===== config.mk =====
export PLATFORM = sky130hd
export DESIGN_NAME = srev_ctrl
export DESIGN_NICKNAME = d
export VERILOG_FILES = /design/src/hw/rtl/srev_pkg.sv /design/src/hw/rtl/srev_ctrl.sv
export SDC_FILE = /design/constraint.sdc
export NUM_CORES = 1
export LEC_CHECK = 0
export ABC_AREA = 1
export BUFFER_PORTS_ARGS = -buffer_cell sky130_fd_sc_hd__buf_2
export CORE_MARGIN = 2
export CORE_UTILIZATION = 45
export DETAILED_ROUTE_END_ITERATION = 10
export GPL_ROUTABILITY_DRIVEN = 0
export PLACE_DENSITY_LB_ADDON = 0.15
export SYNTH_ARGS = -nofsm -noshare
export SYNTH_HDL_FRONTEND = slang
export SYNTH_SLANG_ARGS = --single-unit
export TNS_END_PERCENT = 20

===== constraint.sdc =====
create_clock -name clk -period 1.99 [get_ports clk]
set_clock_uncertainty 0.2 [all_clocks]
set_input_delay 0.0995 -clock clk [delete_from_list [all_inputs] [get_ports clk]]
set_output_delay 0.0995 -clock clk [all_outputs]
set_load 0.02 [all_outputs]

===== src/hw/rtl/srev_pkg.sv =====
// shared types, constants and coefficient tables of the reverberator
`default_nettype none

package srev_pkg;

  // default geometry
  localparam int COMB_DEPTH_DEF = 2048;
  localparam int AP_DELAY_1_DEF = 512;
  localparam int AP_DELAY_2_DEF = 256;
  localparam int AP_DELAY_3_DEF = 128;
  localparam int AP_DELAY_4_DEF = 64;

  localparam int NCOMB = 6;
  localparam int NAP   = 4;

  // data and register widths
  localparam int DATA_W = 16;
  localparam int CFG_W  = 13;
  localparam int IDX_W  = 3;
  localparam int COEF_W = 14;
  localparam int PROD_W = 30;

  // register indexes
  localparam logic [IDX_W-1:0] REG_WET_MIX    = 3'd0;
  localparam logic [IDX_W-1:0] REG_COMB_FIRST = 3'd1;
  localparam logic [IDX_W-1:0] REG_COMB_LAST  = 3'd6;

  localparam logic [CFG_W-1:0] WET_MIX_RST = 13'd2048;
  localparam logic [CFG_W-1:0] WET_MIX_MAX = 13'd4096;

  // Q2.12 coefficients, floored
  localparam logic signed [COEF_W-1:0] AP_GAIN   = 14'sd3481;
  localparam logic signed [COEF_W-1:0] ONE_SIXTH = 14'sd682;
  localparam logic [COEF_W-1:0]        ONE_Q12   = 14'd4096;

  // multiplier operand selection
  typedef enum logic [2:0] {
    MUL_COMB_FB,
    MUL_COMB_SCALE,
    MUL_AP_FF,
    MUL_AP_FB,
    MUL_MIX_DRY,
    MUL_MIX_WET
  } mul_sel_t;

  // commands from controller to datapath
  typedef struct packed {
    logic             clr_en;
    logic             start;
    logic             c_rd;
    logic             c_wr;
    logic             acc_en;
    logic             a_rd;
    logic             a_t;
    logic             a_wr;
    logic             mix_hold;
    logic             out_load;
    logic             mul_en;
    mul_sel_t         mul_sel;
    logic [IDX_W-1:0] idx;
  } dp_cmd_t;

  // status from datapath to controller
  typedef struct packed {
    logic clr_done;
    logic out_free;
  } dp_stat_t;

  // feedback gain of each comb
  function automatic logic signed [COEF_W-1:0] comb_gain(input logic [IDX_W-1:0] i);
    logic signed [COEF_W-1:0] g;
    case (i)
      3'd0:    g = 14'sd2662;
      3'd1:    g = 14'sd3072;
      3'd2:    g = 14'sd3072;
      3'd3:    g = 14'sd2703;
      3'd4:    g = 14'sd3481;
      3'd5:    g = 14'sd3317;
      default: g = 14'sd0;
    endcase
    return g;
  endfunction

  // delay of each comb after reset
  function automatic int comb_delay_rst(input int i);
    int d;
    case (i)
      0:       d = 1116;
      1:       d = 1188;
      2:       d = 1277;
      3:       d = 1356;
      4:       d = 1422;
      default: d = 1491;
    endcase
    return d;
  endfunction

endpackage

`default_nettype wire


===== src/hw/rtl/srev_ctrl.sv =====
// controller: sequences the clearing pass and each sample's steps
`default_nettype none

module srev_ctrl
  import srev_pkg::*;
(
  input  wire logic     clk,
  input  wire logic     rst,
  input  wire logic     in_valid,
  output logic          in_ready,
  output dp_cmd_t       cmd,
  input  wire dp_stat_t stat
);

  typedef enum logic [3:0] {
    S_CLEAR,
    S_IDLE,
    S_C_RD,
    S_C_M1,
    S_C_WR,
    S_C_M2,
    S_C_AC,
    S_A_RD,
    S_A_T,
    S_A_M2,
    S_A_WR,
    S_M1,
    S_M2,
    S_OUT
  } state_t;

  state_t           state;
  logic [IDX_W-1:0] idx;

  assign in_ready = (state == S_IDLE);

  // command decode
  always_comb begin
    cmd     = '0;
    cmd.idx = idx;
    unique case (state)
      S_CLEAR: cmd.clr_en = 1'b1;
      S_IDLE:  cmd.start  = in_valid;
      S_C_RD:  cmd.c_rd   = 1'b1;
      S_C_M1: begin
        cmd.mul_en  = 1'b1;
        cmd.mul_sel = MUL_COMB_FB;
      end
      S_C_WR:  cmd.c_wr   = 1'b1;
      S_C_M2: begin
        cmd.mul_en  = 1'b1;
        cmd.mul_sel = MUL_COMB_SCALE;
      end
      S_C_AC:  cmd.acc_en = 1'b1;
      S_A_RD: begin
        cmd.a_rd    = 1'b1;
        cmd.mul_en  = 1'b1;
        cmd.mul_sel = MUL_AP_FF;
      end
      S_A_T:   cmd.a_t    = 1'b1;
      S_A_M2: begin
        cmd.mul_en  = 1'b1;
        cmd.mul_sel = MUL_AP_FB;
      end
      S_A_WR:  cmd.a_wr   = 1'b1;
      S_M1: begin
        cmd.mul_en  = 1'b1;
        cmd.mul_sel = MUL_MIX_DRY;
      end
      S_M2: begin
        cmd.mix_hold = 1'b1;
        cmd.mul_en   = 1'b1;
        cmd.mul_sel  = MUL_MIX_WET;
      end
      S_OUT:   cmd.out_load = stat.out_free;
      default: cmd.clr_en   = 1'b0;
    endcase
  end

  // state register and step index
  always_ff @(posedge clk) begin
    if (rst) begin
      state <= S_CLEAR;
      idx   <= '0;
    end else begin
      unique case (state)
        S_CLEAR: if (stat.clr_done) state <= S_IDLE;
        S_IDLE: begin
          idx <= '0;
          if (in_valid) state <= S_C_RD;
        end
        S_C_RD:  state <= S_C_M1;
        S_C_M1:  state <= S_C_WR;
        S_C_WR:  state <= S_C_M2;
        S_C_M2:  state <= S_C_AC;
        S_C_AC: begin
          if (idx == IDX_W'(NCOMB - 1)) begin
            idx   <= '0;
            state <= S_A_RD;
          end else begin
            idx   <= idx + IDX_W'(1);
            state <= S_C_RD;
          end
        end
        S_A_RD:  state <= S_A_T;
        S_A_T:   state <= S_A_M2;
        S_A_M2:  state <= S_A_WR;
        S_A_WR: begin
          if (idx == IDX_W'(NAP - 1)) begin
            state <= S_M1;
          end else begin
            idx   <= idx + IDX_W'(1);
            state <= S_A_RD;
          end
        end
        S_M1:    state <= S_M2;
        S_M2:    state <= S_OUT;
        S_OUT:   if (stat.out_free) state <= S_IDLE;
        default: state <= S_IDLE;
      endcase
    end
  end

endmodule

`default_nettype wire


Word level (Yosys, flattened, before mapping)
Index checks and enable logic that the tools add are counted.

RAM bits: 0. Bits in latches: 0. Word-level logic and storage cells: 46. Output and inout bits: 18. Bits in registers: 7. Memory bits (read-only): 0. Memories kept: 0.

Multipliers: 0. Bitwise gates (word level): 0. Reductions and logical operators: 4. Mux-type cells: 20. Add/sub/neg operators: 1. Div/mod/pow operators: 0. Shift-type cells: 0. Order comparisons: 0. Equal/unequal tests: 19.

Operators with widths (number): 4-bit one-hot mux with 14 select lines (1); 4-bit == test (second input constant) (6); 4-bit one-hot mux with 6 select lines (1); 4-bit by 3-bit == test with 1-bit output (second input constant) (4); 4-bit 2-to-1 mux (4); 1-bit 2-to-1 mux (10); 3-bit 2-to-1 mux (3); 3-bit one-hot mux with 3 select lines (1); 4-bit by 2-bit == test with 1-bit output (second input constant) (2); 2-bit inequality test (second input constant) (4); 4-bit by 1-bit == test with 1-bit output (second input constant) (1); 4-bit zero test (1); 3-bit by 1-bit adder with 3-bit output (second input constant) (1); 3-bit by 2-bit == test with 1-bit output (second input constant) (1); 3-bit == test (second input constant) (1); 3-bit AND reduction (1); 3-bit nonzero test (1); 2-bit AND reduction (1).

Longest topological paths before layout
Depth after elaboration: 3. Gate-level depth with buffers: 9. Gate-level depth less buffers: 9.

Worst setup path after synthesis
No wires, ideal clock.

Path kind: flip-flop to flip-flop. Start: reg idx[0]. End: reg idx[2]. Stages on the path, launching flop included: 8. Slack: 0.464 ns. Arrival: 1.257 ns. Required time: 1.720 ns. Setup time: 0.070 ns. Cells stage by stage: dfxtp_1 > ha_1 > ha_1 > inv_1 > nand2_1 > o21ai_1 > nand2_1 > a21oi_1.

Longest elaborated chain between the ends: 3. Elaborated cells on any way between the ends: 8. Those cells by class: 1 x add/sub; 3 x eq/ne; 3 x mux; 1 x reduce/logical.

Ends and longest elaborated chain: start, declared (RTL line srev_ctrl.sv:33) `logic [IDX_W-1:0] idx;`; start signal, assigned (RTL line srev_ctrl.sv:101) `idx <= idx + IDX_W'(1);`; start signal, assigned (RTL line srev_ctrl.sv:112) `idx <= idx + IDX_W'(1);`; 3-bit by 1-bit adder with 3-bit output, or another cell as far along (RTL line srev_ctrl.sv:101, srev_ctrl.sv:112); 3-bit 2-to-1 mux, or another cell as far along (RTL line srev_ctrl.sv:109) `if (idx == IDX_W'(NAP - 1)) begin`; 3-bit one-hot mux with 3 select lines / 2-bit AND reduction (equally long branches).

Several ways; a longest one is shown, not always the timed one. The select of a mux whose other input is x is not followed. A chain may end at the register's enable or synchronous reset.

==> impl_results.html <==
<table>
<tr><th>Metric</th><th>Value</th></tr>
<tr><th colspan="2">Pwr</th></tr>
<tr><td>Internal cell power</td><td>0.000301 W</td></tr>
<tr><td>Reg power frac</td><td>31.3%</td></tr>
<tr><td>Psw</td><td>0.000250 W</td></tr>
<tr><td>Clock share of power</td><td>24.7%</td></tr>
<tr><td>Power per unit of standard cell area</td><td>654 nW/um2</td></tr>
<tr><td>Leakage power of the design</td><td>0.560 nW</td></tr>
<tr><td>Comb power frac</td><td>44.0%</td></tr>
<tr><td>Fraction of power spent switching nets</td><td>45.4%</td></tr>
<tr><td>Worst IR drop on VDD</td><td>0.387 mV</td></tr>
<tr><td>Total design power</td><td>0.000550 W</td></tr>
<tr><th colspan="2">Timing</th></tr>
<tr><td>Actual transition at the worst max-transition pin</td><td>0.341 ns</td></tr>
<tr><td>Hold Fails Final Rpt</td><td>0</td></tr>
<tr><td>Worst relative slew slack</td><td>77.2%</td></tr>
<tr><td>Maximum operating frequency</td><td>577 MHz</td></tr>
<tr><td>RSZ-0062 raised after global routing</td><td>false</td></tr>
<tr><td>Period utilization</td><td>87.0%</td></tr>
<tr><td>Finish-stage setup viols</td><td>0</td></tr>
<tr><td>Setup_tns</td><td>0 ns</td></tr>
<tr><td>Crit path setup slack, layout</td><td>0.258 ns</td></tr>
<tr><td>Max Slew Vio Count</td><td>0</td></tr>
<tr><td>Final Critical Period</td><td>1.73 ns</td></tr>
<tr><th colspan="2">Drt</th></tr>
<tr><td>Avg WL per Cell</td><td>10.3 um</td></tr>
<tr><td>Antenna viol nets, final</td><td>0</td></tr>
<tr><td>Pre-antenna DRT Iters</td><td>4</td></tr>
<tr><td>Number of violations reported at the end of detailed-routing iteration 0</td><td>29</td></tr>
<tr><td>Vias per cell</td><td>5.09</td></tr>
<tr><td>Count of unresolved DRC violations after routing</td><td>0</td></tr>
<tr><td>Routed wire length</td><td>1660 um</td></tr>
<tr><td>Number of vias after detailed routing</td><td>819</td></tr>
<tr><th colspan="2">Cells and area</th></tr>
<tr><td>Fin nets</td><td>155</td></tr>
<tr><td>Layout overhead on the synthesized area</td><td>24.6%</td></tr>
<tr><td>Most frequent cells in the layout</td><td>nand2_1, inv_1, buf_2</td></tr>
<tr><td>Leading cell type in the layout, fill and taps excluded</td><td>nand2_1</td></tr>
<tr><td>Fraction of layout cells with a size suffix above 1</td><td>28.1%</td></tr>
<tr><td>Number of antenna cells inserted</td><td>0</td></tr>
<tr><th colspan="2">Floorplanning</th></tr>
<tr><td>Area of the core</td><td>1350 um2</td></tr>
<tr><td>Die X</td><td>42.8 um</td></tr>
<tr><td># rows</td><td>13</td></tr>
<tr><td>Vertical die dimension</td><td>42.8 um</td></tr>
<tr><td>Initial core utilization</td><td>50.0%</td></tr>
<tr><td>Area of the die</td><td>1830 um2</td></tr>
<tr><td>IO Pins</td><td>23</td></tr>
<tr><th colspan="2">Yosys</th></tr>
<tr><td>Post-synthesis area per instance</td><td>5.68 um2</td></tr>
<tr><td>Mapped Nets</td><td>127</td></tr>
<tr><td>Synth Warn #</td><td>0</td></tr>
<tr><td>Portion of the post-synthesis area used by sequential elements</td><td>20.7%</td></tr>
<tr><td>Total standard cell area after synthesis</td><td>676 um2</td></tr>
<tr><td>Count of state elements after synthesis</td><td>7</td></tr>
<tr><td>Synthesized netlist cell count</td><td>119</td></tr>
<tr><td>Synth unique cells</td><td>19</td></tr>
<tr><th colspan="2">Worst setup path</th></tr>
<tr><td>Peak per-stage delay on the critical path</td><td>0.46 ns</td></tr>
<tr><td>Critical path buffers and inverters</td><td>1</td></tr>
<tr><td>Worst EP required</td><td>1.69 ns</td></tr>
<tr><td>Family with the most delay on the worst path</td><td>simple AND/OR/NAND/NOR gates</td></tr>
<tr><td>Largest fanout on the critical path</td><td>5</td></tr>
<tr><td>Category of the critical setup timing path</td><td>flip-flop to primary output</td></tr>
<tr><td>Ordered cell list for the critical path</td><td>nor2_1, nand2_1, nand2_1, nor2_1, nand4_1, buf_2</td></tr>
<tr><td>Worst EP arrival</td><td>1.43 ns</td></tr>
<tr><td>Master of the slowest instance on the critical path</td><td>dfxtp_1</td></tr>
<tr><td>Type of origin of the critical path</td><td>flip-flop</td></tr>
<tr><td>Nature of the critical path endpoint</td><td>primary output</td></tr>
<tr><th colspan="2">Clock network</th></tr>
<tr><td>Setup repair bufs after CTS</td><td>0</td></tr>
<tr><td>Num CTS Buffers</td><td>3</td></tr>
<tr><td>Number of buffers on the longest clock path</td><td>2</td></tr>
<tr><td># H-tree levels</td><td>1</td></tr>
<tr><td>Reg clk slew, reported paths</td><td>0.06 ns</td></tr>
<tr><td>Clock Tree Root</td><td>clkbuf_4</td></tr>
<tr><td>CTS tree</td><td>built</td></tr>
<tr><td># clock sinks</td><td>7</td></tr>
<tr><td>Clock latency at the later pin of the worst-skew pair</td><td>0.26 ns</td></tr>
<tr><th colspan="2">Global route</th></tr>
<tr><td>Maximum number of pins on one net before global-route repair</td><td>9</td></tr>
<tr><td>Sum of overflow across all layers after global routing</td><td>0</td></tr>
<tr><td>Vias in the first global route</td><td>705</td></tr>
<tr><td>GRT Total Usage</td><td>20.6%</td></tr>
<tr><td>Number of antenna violations at the first check in global routing</td><td>0</td></tr>
<tr><td>Wire length of the first global-routing pass</td><td>2920 um</td></tr>
<tr><th colspan="2">Placement</th></tr>
<tr><td>Post-DP HPWL</td><td>1350 um</td></tr>
<tr><td>Buffers added on ports</td><td>22</td></tr>
<tr><td>Worst setup slack after placement</td><td>0.480 ns</td></tr>
<tr><th colspan="2">Worst hold path</th></tr>
<tr><td>Min-delay worst type</td><td>primary input to flip-flop</td></tr>
<tr><th colspan="2">Outcome</th></tr>
<tr><td>Status</td><td>completed</td></tr>
<tr><th colspan="2">Job</th></tr>
<tr><td>Number of maximum-capacitance violations</td><td>0</td></tr>
</table>
## worst paths after layout
path | startpoint | end | slack (ns) | depth (start not counted)
max reg2reg | idx[0] | idx[2] | 0.47 | 7
min reg2reg | idx[1] | idx[1] | 0.33 | 2
min | stat[0] | state[3] | 0.02 | 4
max | state[0] | cmd[6] | 0.26 | 6
## what timing repair did
action                    4_1_cts  5_1_grt
hold buffers                    1        0
resized for setup               0        0
hold endpoints to repair        6        0
## cell usage after synthesis, drive strengths merged
cell    instances  area share, %
dfxtp           7             21
nand3           3            3.7
nand2          39             24
a21oi           3            2.2
o21ai           5            3.7
a31oi           1           0.93
nand4           4            3.7
nor2           26             19
ha              3            5.6
nor3            1           0.74
inv            26             14
nand3b          1            1.1
## power by group through the flow
stage               Sequential [W]  Clock [W]  Combinational, W
floorplan                 0.000171          0          0.000181
global placement          0.000174          0          0.000238
detailed placement        0.000175          0          0.000239
CTS                       0.000172   0.000139          0.000242
global route              0.000174   0.000147          0.000276
finish                    0.000172   0.000136          0.000242
## area by class of cell
| type | instances | area (um2) |
|---|---|---|
| clock buffers | 3 | 22.5 |
| clock inverters | 1 | 5.00 |
| fillers | 133 | 508 |
| inverters | 26 | 97.6 |
| multi-input cells | 86 | 438 |
| flip-flops and latches | 7 | 140 |
| well taps | 15 | 18.8 |
| repair buffers | 23 | 120 |
## worst min-delay path, cell delays in order
cell and delay (ns):
buf_2 0.07, inv_1 0.04, nand3_1 0.13, a31oi_1 0.09
## state kept, by name, indices dropped and copies added (netlist names)
name	flops
state	4
idx	3
## metal layers
layer / GRT usage, % / share of wire [%]
met5: 0 / 0
met3: 3.83 / 7.2
met4: 7.50 / 0.90
met1: 28.0 / 46
met2: 31.8 / 46
## logic make-up after synthesis
| family | count (synthesis) | share of synthesized area, % |
|---|---|---|
| buffers and inverters | 26 | 14.4 |
| AOI/OAI and AO/OA | 9 | 6.85 |
| adders and majority gates | 3 | 5.56 |
| and+or+nand+nor | 74 | 52.4 |
| DFF | 7 | 20.7 |
## per-stage QoR
stage / hold WS [ns] / cell area [um2] / util (%) / cells
2_1_floorplan: -0.0314 / 676 / - / 119
3_3_place_gp: 0.144 / 805 / 59.6 / 156
3_5_place_dp: 0.144 / 805 / 59.6 / 156
4_1_cts: 0.0124 / 842 / 62.4 / 161
5_1_grt: 0.0602 / 842 / 62.4 / 161
6_report: 0.0161 / 842 / 62.4 / 161
(Power assumes the default switching activity.)
